==> src/rtl/mm3_pkg.sv <==
// ----------------------------------------------------------------------------
// mm3_pkg: shared types and constants of the MurmurHash3 x86_32 stream hasher
// Mixing constants, queue sizing and the item record passed from the front
// end to the hash back end.
// ----------------------------------------------------------------------------
package mm3_pkg;

    localparam logic [31:0] MIX_C1   = 32'hcc9e2d51;
    localparam logic [31:0] MIX_C2   = 32'h1b873593;
    localparam logic [31:0] HASH_ADD = 32'he6546b64;
    localparam logic [31:0] FIN_M1   = 32'h85ebca6b;
    localparam logic [31:0] FIN_M2   = 32'hc2b2ae35;

    localparam int unsigned QUEUE_DEPTH = 4;
    localparam int unsigned QPTR_W      = $clog2(QUEUE_DEPTH);

    localparam logic [2:0] FULL_BYTES = 3'd4;

    // premixed word, saturated byte count (4 for non-last), end-of-message flag
    typedef struct packed {
        logic [31:0] k;
        logic [2:0]  count;
        logic        last;
    } t_item;

    // back end status seen by the top level
    typedef struct packed {
        logic done_st;
        logic in_msg;
    } t_bk_stat;

endpackage

==> src/rtl/mm3_front.sv <==
// ----------------------------------------------------------------------------
// mm3_front: input stage and word premix
// Saturates the byte count, masks short words and runs the two-multiply
// premix over a two-stage pipeline that stalls as one.
// ----------------------------------------------------------------------------
module mm3_front (
    input  logic           i_clk,
    input  logic           i_rst_n,
    input  logic           i_valid,
    output logic           o_ready,
    input  logic [31:0]    i_word,
    input  logic [2:0]     i_count,
    input  logic           i_last,
    output logic           o_valid,
    input  logic           i_ready,
    output mm3_pkg::t_item o_item
);

    logic        r_v1, r_v2;
    logic [31:0] r_k1, r_k2;
    logic [2:0]  r_cnt1, r_cnt2;
    logic        r_last1, r_last2;
    logic        w_adv;
    logic [2:0]  w_cnt;
    logic [31:0] w_masked;
    logic [31:0] w_rot;

    assign w_adv   = !r_v2 || i_ready;
    assign o_ready = w_adv;

    always_comb begin
        if (!i_last || i_count > mm3_pkg::FULL_BYTES) begin
            w_cnt = mm3_pkg::FULL_BYTES;
        end else begin
            w_cnt = i_count;
        end
        for (int b = 0; b < 4; b++) begin
            w_masked[8*b +: 8] = (w_cnt > 3'(b)) ? i_word[8*b +: 8] : 8'h00;
        end
    end

    assign w_rot = {r_k1[16:0], r_k1[31:17]};

    always_ff @(posedge i_clk) begin
        if (!i_rst_n) begin
            r_v1 <= 1'b0;
            r_v2 <= 1'b0;
        end else if (w_adv) begin
            r_v1 <= i_valid;
            r_v2 <= r_v1;
        end
    end

    always_ff @(posedge i_clk) begin
        if (w_adv) begin
            r_k1    <= 32'(w_masked * mm3_pkg::MIX_C1);
            r_cnt1  <= w_cnt;
            r_last1 <= i_last;
            r_k2    <= 32'(w_rot * mm3_pkg::MIX_C2);
            r_cnt2  <= r_cnt1;
            r_last2 <= r_last1;
        end
    end

    assign o_valid      = r_v2;
    assign o_item.k     = r_k2;
    assign o_item.count = r_cnt2;
    assign o_item.last  = r_last2;

endmodule

==> src/rtl/mm3_queue.sv <==
// ----------------------------------------------------------------------------
// mm3_queue: small item queue between front end and back end
// Register-based FIFO so that either side can stall on its own.
// ----------------------------------------------------------------------------
module mm3_queue (
    input  logic           i_clk,
    input  logic           i_rst_n,
    input  logic           i_valid,
    output logic           o_ready,
    input  mm3_pkg::t_item i_item,
    output logic           o_valid,
    input  logic           i_ready,
    output mm3_pkg::t_item o_item
);

    mm3_pkg::t_item                r_mem [mm3_pkg::QUEUE_DEPTH];
    logic [mm3_pkg::QPTR_W-1:0]    r_wr, r_rd;
    logic [mm3_pkg::QPTR_W:0]      r_cnt;
    logic                          w_push, w_pop;

    assign o_ready = r_cnt != (mm3_pkg::QPTR_W+1)'(mm3_pkg::QUEUE_DEPTH);
    assign o_valid = r_cnt != '0;
    assign w_push  = i_valid && o_ready;
    assign w_pop   = o_valid && i_ready;
    assign o_item  = r_mem[r_rd];

    always_ff @(posedge i_clk) begin
        if (!i_rst_n) begin
            r_wr  <= '0;
            r_rd  <= '0;
            r_cnt <= '0;
        end else begin
            if (w_push) r_wr <= r_wr + 1'b1;
            if (w_pop)  r_rd <= r_rd + 1'b1;
            if (w_push && !w_pop) begin
                r_cnt <= r_cnt + 1'b1;
            end else if (w_pop && !w_push) begin
                r_cnt <= r_cnt - 1'b1;
            end
        end
    end

    always_ff @(posedge i_clk) begin
        if (w_push) r_mem[r_wr] <= i_item;
    end

endmodule

==> src/rtl/mm3_back.sv <==
// ----------------------------------------------------------------------------
// mm3_back: hash recurrence, length fold and avalanche
// Absorbs one premixed word per cycle in ST_RUN; a last item runs the
// avalanche multiplies in ST_FIN1 and ST_FIN2 and loads the output register.
// ----------------------------------------------------------------------------
module mm3_back (
    input  logic              i_clk,
    input  logic              i_rst_n,
    input  logic [31:0]       i_seed,
    input  logic              i_valid,
    output logic              o_ready,
    input  mm3_pkg::t_item    i_item,
    output logic              o_valid,
    input  logic              i_ready,
    output logic [31:0]       o_hash,
    output mm3_pkg::t_bk_stat o_stat
);

    localparam logic [1:0] ST_RUN  = 2'd0;
    localparam logic [1:0] ST_FIN1 = 2'd1;
    localparam logic [1:0] ST_FIN2 = 2'd2;
    localparam logic [1:0] ST_DONE = 2'd3;

    logic [1:0]  r_state, n_state;
    logic [31:0] r_hash, n_hash;
    logic [31:0] r_len, n_len;
    logic        r_in_msg, n_in_msg;
    logic        r_ov;
    logic [31:0] r_out;
    logic [31:0] w_h0, w_len0, w_x, w_rot, w_full, w_pre, w_len1, w_fin;
    logic        w_slot_free;

    assign w_slot_free = !r_ov || i_ready;
    assign o_ready     = r_state == ST_RUN;

    assign w_h0   = r_in_msg ? r_hash : i_seed;
    assign w_len0 = r_in_msg ? r_len : 32'd0;
    assign w_x    = w_h0 ^ i_item.k;
    assign w_rot  = {w_x[18:0], w_x[31:19]};
    assign w_full = {w_rot[29:0], 2'b00} + w_rot + mm3_pkg::HASH_ADD;
    assign w_len1 = w_len0 + 32'(i_item.count);
    assign w_fin  = r_hash ^ {16'h0000, r_hash[31:16]};

    always_comb begin
        priority if (i_item.count == mm3_pkg::FULL_BYTES) begin
            w_pre = w_full;
        end else if (i_item.count != 3'd0) begin
            w_pre = w_x;
        end else begin
            w_pre = w_h0;
        end
    end

    always_comb begin
        n_state  = r_state;
        n_hash   = r_hash;
        n_len    = r_len;
        n_in_msg = r_in_msg;
        unique case (r_state)
            ST_RUN: begin
                if (i_valid) begin
                    if (!i_item.last) begin
                        n_hash   = w_full;
                        n_len    = w_len0 + 32'd4;
                        n_in_msg = 1'b1;
                    end else begin
                        n_hash   = w_pre ^ w_len1;
                        n_len    = 32'd0;
                        n_in_msg = 1'b0;
                        n_state  = ST_FIN1;
                    end
                end
            end
            ST_FIN1: begin
                n_hash  = 32'(w_fin * mm3_pkg::FIN_M1);
                n_state = ST_FIN2;
            end
            ST_FIN2: begin
                n_hash  = 32'((r_hash ^ {13'h0000, r_hash[31:13]}) * mm3_pkg::FIN_M2);
                n_state = ST_DONE;
            end
            ST_DONE: begin
                if (w_slot_free) n_state = ST_RUN;
            end
            default: n_state = ST_RUN;
        endcase
    end

    always_ff @(posedge i_clk) begin
        if (!i_rst_n) begin
            r_state  <= ST_RUN;
            r_in_msg <= 1'b0;
            r_len    <= 32'd0;
            r_ov     <= 1'b0;
        end else begin
            r_state  <= n_state;
            r_in_msg <= n_in_msg;
            r_len    <= n_len;
            if (r_state == ST_DONE && w_slot_free) begin
                r_ov <= 1'b1;
            end else if (r_ov && i_ready) begin
                r_ov <= 1'b0;
            end
        end
    end

    always_ff @(posedge i_clk) begin
        r_hash <= n_hash;
        if (r_state == ST_DONE && w_slot_free) r_out <= w_fin;
    end

    assign o_valid        = r_ov;
    assign o_hash         = r_out;
    assign o_stat.done_st = r_state == ST_DONE;
    assign o_stat.in_msg  = r_in_msg;

endmodule

==> src/rtl/murmur3_32_hash_stream.sv <==
// ----------------------------------------------------------------------------
// murmur3_32_hash_stream: MurmurHash3 x86_32 over a word stream
// Front end premixes words, a four-entry queue decouples it from the hash
// back end, which folds the length and runs the final avalanche.
// ----------------------------------------------------------------------------
// A message arrives as 32-bit little-endian words, one transaction per word,
// with tlast on the final word and its valid byte count (0..4, values above 4
// taken as 4) in tdata[34:32]; non-last words always count as four bytes. One
// hash transaction leaves per message. Full words enter at one per cycle while
// the queue has room: the premix runs in a two-stage multiply pipeline and the
// hash loop absorbs one word per cycle. A last word holds the back end through
// the length fold, the avalanche multiplies (ST_FIN1, ST_FIN2) and the output
// load, which waits for a free output slot; the four-entry queue keeps taking
// words meanwhile. The seed is sampled when the first word of a message reaches
// the back end, so write it only while the block is idle.
// ----------------------------------------------------------------------------
module murmur3_32_hash_stream (
    input  logic        i_clk,
    input  logic        i_rst_n,
    // seed register write
    input  logic        i_cfg_valid,
    output logic        o_cfg_ready,
    input  logic [31:0] i_cfg_data,
    // input stream
    input  logic        s_axis_tvalid,
    output logic        s_axis_tready,
    input  logic [39:0] s_axis_tdata,   // [31:0] data_word, [34:32] byte_count, rest zero
    input  logic        s_axis_tlast,   // last_word
    // hash stream
    output logic        m_axis_tvalid,
    input  logic        m_axis_tready,
    output logic [31:0] m_axis_tdata    // [31:0] hash_value
);

    logic [31:0]       r_seed;
    logic              w_q_in_valid, w_q_in_ready;
    mm3_pkg::t_item    w_q_in_item;
    logic              w_q_valid, w_bk_ready;
    mm3_pkg::t_item    w_q_item;
    mm3_pkg::t_bk_stat w_bk_stat;
    logic              w_pop;

    // seed register, always ready
    assign o_cfg_ready = 1'b1;

    always_ff @(posedge i_clk) begin
        if (!i_rst_n) begin
            r_seed <= 32'd0;
        end else if (i_cfg_valid) begin
            r_seed <= i_cfg_data;
        end
    end

    mm3_front u_front (
        .i_clk   (i_clk),
        .i_rst_n (i_rst_n),
        .i_valid (s_axis_tvalid),
        .o_ready (s_axis_tready),
        .i_word  (s_axis_tdata[31:0]),
        .i_count (s_axis_tdata[34:32]),
        .i_last  (s_axis_tlast),
        .o_valid (w_q_in_valid),
        .i_ready (w_q_in_ready),
        .o_item  (w_q_in_item)
    );

    mm3_queue u_queue (
        .i_clk   (i_clk),
        .i_rst_n (i_rst_n),
        .i_valid (w_q_in_valid),
        .o_ready (w_q_in_ready),
        .i_item  (w_q_in_item),
        .o_valid (w_q_valid),
        .i_ready (w_bk_ready),
        .o_item  (w_q_item)
    );

    mm3_back u_back (
        .i_clk   (i_clk),
        .i_rst_n (i_rst_n),
        .i_seed  (r_seed),
        .i_valid (w_q_valid),
        .o_ready (w_bk_ready),
        .i_item  (w_q_item),
        .o_valid (m_axis_tvalid),
        .i_ready (m_axis_tready),
        .o_hash  (m_axis_tdata),
        .o_stat  (w_bk_stat)
    );

    assign w_pop = w_q_valid && w_bk_ready;

`ifndef SYNTH
    // a hash only appears after the back end has finished its avalanche
    a_out_from_done: assert property (@(posedge i_clk) disable iff (!i_rst_n)
        $rose(m_axis_tvalid) |-> $past(w_bk_stat.done_st))
        else $error("hash output raised without a finished avalanche");

    // taking a last word closes the message and blocks the back end
    a_last_closes: assert property (@(posedge i_clk) disable iff (!i_rst_n)
        w_pop && w_q_item.last |=> !w_bk_stat.in_msg && !w_bk_ready)
        else $error("last word did not close the message");

    // the input side only stalls when the queue is full
    a_stall_cause: assert property (@(posedge i_clk) disable iff (!i_rst_n)
        !s_axis_tready |-> w_q_in_valid && !w_q_in_ready)
        else $error("input stalled with room in the queue");
`endif

endmodule

==> config.mk <==
export PLATFORM = sky130hd
export DESIGN_NAME = murmur3_32_hash_stream
export DESIGN_NICKNAME = d
export VERILOG_FILES = /design/src/rtl/mm3_pkg.sv /design/src/rtl/mm3_front.sv /design/src/rtl/mm3_queue.sv /design/src/rtl/mm3_back.sv /design/src/rtl/murmur3_32_hash_stream.sv
export SDC_FILE = /design/constraint.sdc
export NUM_CORES = 2
export LEC_CHECK = 0
export BUFFER_PORTS_ARGS = -buffer_cell sky130_fd_sc_hd__clkbuf_2
export CORE_ASPECT_RATIO = 1.25
export CORE_MARGIN = 4
export CORE_UTILIZATION = 45
export DETAILED_ROUTE_END_ITERATION = 6
export PLACE_DENSITY = 0.56
export SKIP_LAST_GASP = 1
export SLEW_MARGIN = 20
export SYNTH_ARGS = -nofsm -noshare
export SYNTH_HDL_FRONTEND = slang
export SYNTH_SLANG_ARGS = --single-unit
==> constraint.sdc <==
create_clock -name i_clk -period 17.6 [get_ports i_clk]
set_input_delay 3.52 -clock i_clk [delete_from_list [all_inputs] [get_ports i_clk]]
set_output_delay 3.52 -clock i_clk [all_outputs]
set_load 0.005 [all_outputs]
Word level (Yosys, flattened, before mapping) --
Memory sizes are Yosys's and may differ from the RTL's. A register that Yosys moved wholly into a read port is not among the register bits. Cells that the tools add are included.
Operators by class: reduce and logical (&&, ||, !) cells 23, mux-type cells 26, $mul 4, magnitude comparators 5, equality and inequality tests 8, bitwise gates (word level) 4, add/subtract/negate cells 8
Operator list (number):
- $mux 32 | 7
- $pmux 32 s3 | 1
- $mul 32x31->32 const B | 2
- $xor 32x32->32 | 2
- $add 32x3->32 | 1
- $add 32x3->32 const B | 1
- $add 32x32->32 | 1
- $add 32x32->32 const B | 1
- $mul 32x29->32 const B | 1
- $mul 32x32->32 const B | 1
- $mux 8 | 4
- $xor 32x16->32 | 1
- $xor 32x19->32 | 1
- $mux 2 | 5
- $mux 3 | 3
- $reduce_bool 3->1 | 3
- $pmux 2 s4 | 1
- $gt 3x1->1 const B | 2
- $gt 3x2->1 const B | 2
- $logic_and 1x1->1 | 6
- $logic_not 1->1 | 5
- $mux 1 | 5
- $add 2x1->2 const B | 2
- $eq 2x2->1 const B | 2
- other kinds (13) | 18
Word-level totals: RAM bits 144, word-level logic and storage cells 97, memories 1, flip-flop bits (word level) 213, input port bits 78, output and inout port bits 35
Memory list:
- u_queue.r_mem | depth 4, width 36, rd ports 1, clocked after Yosys merged registers in 1, write ports 1, line mm3_queue.sv:16 | mm3_pkg::t_item r_mem [mm3_pkg::QUEUE_DEPTH];

Depth between registers and ports, before layout --
depth after elaboration 9, gate-level depth with buffers 30, depth with buffers taken out 29

Hierarchy --
From an unflattened synthesis, not the netlist that was laid out.
Unflattened totals: cells, all modules 5165, area, all modules 52606.7 um^2
By module, submodules not included:
- mm3_back | cells an instance 3034, area an instance 27112.3 um^2, times used 1, seq. area each 2642.5 um^2
- mm3_front | cells an instance 1790, area an instance 18495.2 um^2, times used 1, seq. area each 2202.1 um^2
- mm3_queue | cells an instance 236, area an instance 5744.3 um^2, times used 1, seq. area each 4504.3 um^2
- murmur3_32_hash_stream | cells an instance 105, area an instance 1255.0 um^2, times used 1, seq. area each 640.6 um^2

Least setup slack after synthesis --
No wires, ideal clock.
kind input-to-reg, start point input s_axis_tdata[34], end point register u_front.r_k1[30] (data pin), arrival 9.944 ns, setup slack 7.394 ns, library setup time 0.262 ns, stages on the path 26, data required time 17.338 ns, path buffers 1, cells stage by stage nand2b_1 nor2_1 nand2_1 clkbuf_1 and2_1 ha_1 fa_1 fa_1 inv_1 fa_1 inv_1 fa_1 inv_1 fa_1 inv_1 fa_1 ha_1 ha_1 o211ai_1 o31ai_1 a211o_1 a21o_1 a21o_1 a211oi_1 a21oi_1 xor2_1
Between the ends: cells in the longest elaborated chain, start to end 6, elaborated cells on any way between the ends 12, those cells by class mul: 1; order compare: 5; mux: 5; reduce/logical: 1
RTL lines:
- from (decl) | line murmur3_32_hash_stream.sv:27 | input logic [39:0] s_axis_tdata,
- $gt 3x3->1 | line mm3_front.sv:32 | if (!i_last || i_count > mm3_pkg::FULL_BYTES) begin
- $logic_or 1x1->1 | line mm3_front.sv:32
- $mux 3 (*) | line mm3_front.sv:32
- $gt 3x1->1 / $gt 3x2->1 (equally long branches) | line mm3_front.sv:38 | w_masked[8*b +: 8] = (w_cnt > 3'(b)) ? i_word[8*b +: 8] : 8'h00;
- $mux 8 | line mm3_front.sv:38
- $mul 32x31->32 (*) | line mm3_front.sv:56 | r_k1 <= 32'(w_masked * mm3_pkg::MIX_C1);
- to (signal assigned) | line mm3_front.sv:56
- to (decl) | line mm3_front.sv:20 | logic [31:0] r_k1, r_k2;
Mark *: on every way between the ends. The rest lies on a longest branch, timed or not. A chain may end at the register's enable or synchronous reset.

Final worst setup path --
start point input s_axis_tdata[34], end point register u_front.r_k1[30] (data pin)
Between the ends: cells in the longest elaborated chain, start to end 6, elaborated cells on any way between the ends 12, those cells by class mul: 1; order compare: 5; mux: 5; reduce/logical: 1
RTL lines:
- $gt 3x3->1 | line mm3_front.sv:32
- $logic_or 1x1->1 | line mm3_front.sv:32
- $mux 3 (*) | line mm3_front.sv:32
- $gt 3x1->1 (*) | line mm3_front.sv:38
- $mux 8 (*) | line mm3_front.sv:38
- via u_front.w_masked[3] | line mm3_front.sv:25 | logic [31:0] w_masked;
- $mul 32x31->32 (*) | line mm3_front.sv:56
The timed path passes the listed nets; every way through them passes the cells marked *.

==> results.yml <==
clock_tree:
  cts_root_buffer: "clkbuf_16"
  cts_tree: "built"
  cts_setup_buffers: 0
  insertion_delay_ps: 640
  h-tree-depth: 2
  cts.sink_count: 359
  clk_pin_slew_worst_paths_ps: 60
  cts_made_buffers: 45
  cts.path.max_buffers: 3
  cts_hold_buf: 0
  cts.repair.resized: 0
synthesis:
  synth_top_flop_cell: "edfxtp_1"
  postSynth.asyncResetShare_pct: 0
  yosysMostFrequentCell: "inv_1"
  ys_ff_latch: 359
  syn_area_sq_um: 52340
  synth_common_cells: "inv_1 (1347), ha_1 (794), fa_1 (732)"
  postSynthAreaPerCell_sq_um: 10.18
  netlist_top_cells_area: "fa_1 (28%), ha_1 (19%), edfxtp_1 (16%), inv_1 (9.7%), xnor2_1 (4.3%)"
  synth.distinct_cells: 99
  ys_seq_area_share_pct: 19.08
  synth.largest_area_cell: "fa_1"
  synth_edf_count: 280
  syn_inst: 5142
  yosysTopAreaCellShare_pct: 28.00
  ys_warn_count: 0
  synth_nets: 6746
timing:
  skew_ps: 29.73
  slew_violations: 0
  clock.fmax_ghz: 0.09440
  relSlewSlack_pct: 15.23
  setup_viol: 0
  grt_setup_unrepaired: "no"
  tightest_slew_ps: 1262
  period_minus_slack_ps: 10590
  timing.final.hold_violations: 0
  final.period_utilization_pct: 60.19
  setup_tns_ps: 0
worst_setup_path:
  crit_arrival_ps: 10960
  max_stage_delay_ps: 570
  cp.required_ps: 17960
  path_delay_family: "adder cells"
  critPathCapture: "u_front.r_k1[30]$_DFFE_PP_"
  r2r-start: "u_back.r_hash[22]$_DFFE_PP_"
  crit_fanout: 14
  reg2reg_to: "u_back.r_hash[31]$_DFFE_PP_"
  worst_setup_path_end_kind: "register"
  worst-path-stages: 26
  critPathLaunch: "s_axis_tdata[34]"
  reg2reg_slack_ps: 8520
  crit_top_cell: "fa_1"
  start_kind: "input pin"
  cpMaxStageDelayCell: "and2_1"
  path_class: "in -> reg"
  r2r.worst_path.cells: 23
  critPathBufInv: 4
detailed_routing:
  vias: 35230
  drc: 0
  first_iter_violations: 1652
  drtAntennaViolNets: 0
  dr.pass1.iters: 6
  post_drt_wl_per_cell_um: 21.91
  routed_wl_um: 149700
  viasPerCell: 5.156
global_route:
  grt_pass1_wl_um: 227800
  grt_pass1_vias: 37930
  grt_max_degree: 79
  antenna_found_initial: 1
  grt_use_total_pct: 24.99
  overflow: 0
run_status:
  outcome: "complete, no violations"
run:
  cap_violations: 0
place:
  gp_congestion: 0.9420
  dp_hpwl_um: 128600
  numPortBuffers: 106
finish:
  nets: 6849
  drive_above_1_share_pct: 5.832
  fin_util_pct: 48.89
  n_antenna_cell: 0
  syn_to_final_growth_pct: 7.539
  fillers: 10890
floorplan:
  pin_count: 113
  die_h_um: 389.3
  rows: 139
  coreArea_sq_um: 115100
  floorplan.initialDensity_pct: 45.46
  die_area_sq_um: 121900
  die_w_um: 313.1
hold_path:
  hp-class: "reg -> reg"
[flip-flops by register name, summed over array words and instances (netlist names), 2 cells and up, named ones only]
name	flops
u_queue.r_wr	2
u_queue.r_mem	144
u_back.r_state	2
u_front.r_cnt2	3
u_queue.r_cnt	3
u_front.r_cnt1	3
u_front.r_k1	32
u_back.r_hash	32
u_queue.r_rd	2
u_front.r_k2	32
u_back.r_len	32
u_back.o_hash	32
r_seed	32
[layout by cell type, fill, tap and decap left out, types with 34 or more instances in the layout]
cell type / n
inv_1: 1347
o21ai_0: 144
edfxtp_1: 280
nand3_1: 51
mux4_2: 34
nor3_1: 35
dfxtp_1: 76
xnor2_1: 254
nand2_1: 218
nor2_1: 160
clkbuf_16: 45
a21oi_1: 169
buf_4: 46
a21o_1: 53
ha_1: 793
clkbuf_2: 106
nor2b_1: 70
mux2i_1: 74
fa_1: 732
xor2_1: 109
[cells by family (layout without fill, tap and decap cells)]
kind of cell	Yosys count	in the layout	synth area share, %
fa+ha+maj	1526	1526	46.98
xor+xnor	365	365	6.134
mux	110	110	2.950
buf+inv	1445	1584	10.47
simple gates	721	721	6.803
flops	359	359	19.08
compound gates	615	615	7.577
other cells	1	1	0.007164
[per-layer routing]
metal	vias up	track usage (%)	part of all wire, %
li1	16690	-	-
met1	17420	26.70	36
met2	785	47.21	53
met3	329	2.362	3.0
met4	0	15.36	7.7
met5	-	0	0
[worst min path at each step]
stage                                             end                   startpoint  cells after the start  slack (ps)
after floorplan           u_front.r_cnt2[0]$_DFFE_PP_  u_front.r_cnt1[0]$_DFFE_PP_                      0         400
after global placement    u_front.r_cnt2[1]$_DFFE_PP_  u_front.r_cnt1[1]$_DFFE_PP_                      0         400
after detailed placement  u_front.r_cnt2[2]$_DFFE_PP_  u_front.r_cnt1[2]$_DFFE_PP_                      0         400
after CTS                 u_front.r_cnt2[2]$_DFFE_PP_  u_front.r_cnt1[2]$_DFFE_PP_                      0         420
after global routing      u_front.r_cnt2[0]$_DFFE_PP_  u_front.r_cnt1[0]$_DFFE_PP_                      0         420
final                     u_front.r_cnt2[0]$_DFFE_PP_  u_front.r_cnt1[0]$_DFFE_PP_                      0         420
[stage by stage]
step | std cells | hold slack (ps) | area, sq um | worst slack, ps
floorplan | 5142 | 400.3 | 52340 | 7394
global placement | 6749 | 405.0 | 54800 | 6337
detailed placement | 6749 | 404.5 | 54800 | 6310
CTS | 6832 | 418.5 | 56290 | 7016
global route | 6832 | 422.7 | 56290 | 6527
finish | 6832 | 417.9 | 56290 | 7007
[layout make-up]
cell class	instances	area, sq um	share of cell area, %
Inverter	1349	5064	8.996
Tap cell	1551	1941	3.448
Clock inverter	28	316.6	0.5624
Sequential cell	359	9996	17.76
Multi-Input combinational cell	3338	36920	65.60
Clock buffer	55	1174	2.085
Timing Repair Buffer	152	875.8	1.556
[worst reg2reg max path: stages (launching register included)]
cell	delay [ps]
edfxtp_1	680
xnor2_1	870
inv_1	490
fa_1	540
fa_1	460
fa_1	520
fa_1	530
inv_1	60
fa_1	520
inv_1	50
fa_1	470
inv_1	50
fa_1	470
inv_1	50
fa_1	470
ha_1	380
and4_1	220
and3_1	210
a21boi_0	140
a2111oi_0	830
o31ai_1	220
xnor2_1	180
a221oi_1	360
a21oi_1	70
Power is left out: the tool's default activity adds up to more than one toggle a clock period on the data nets, which glitch-free logic cannot reach.
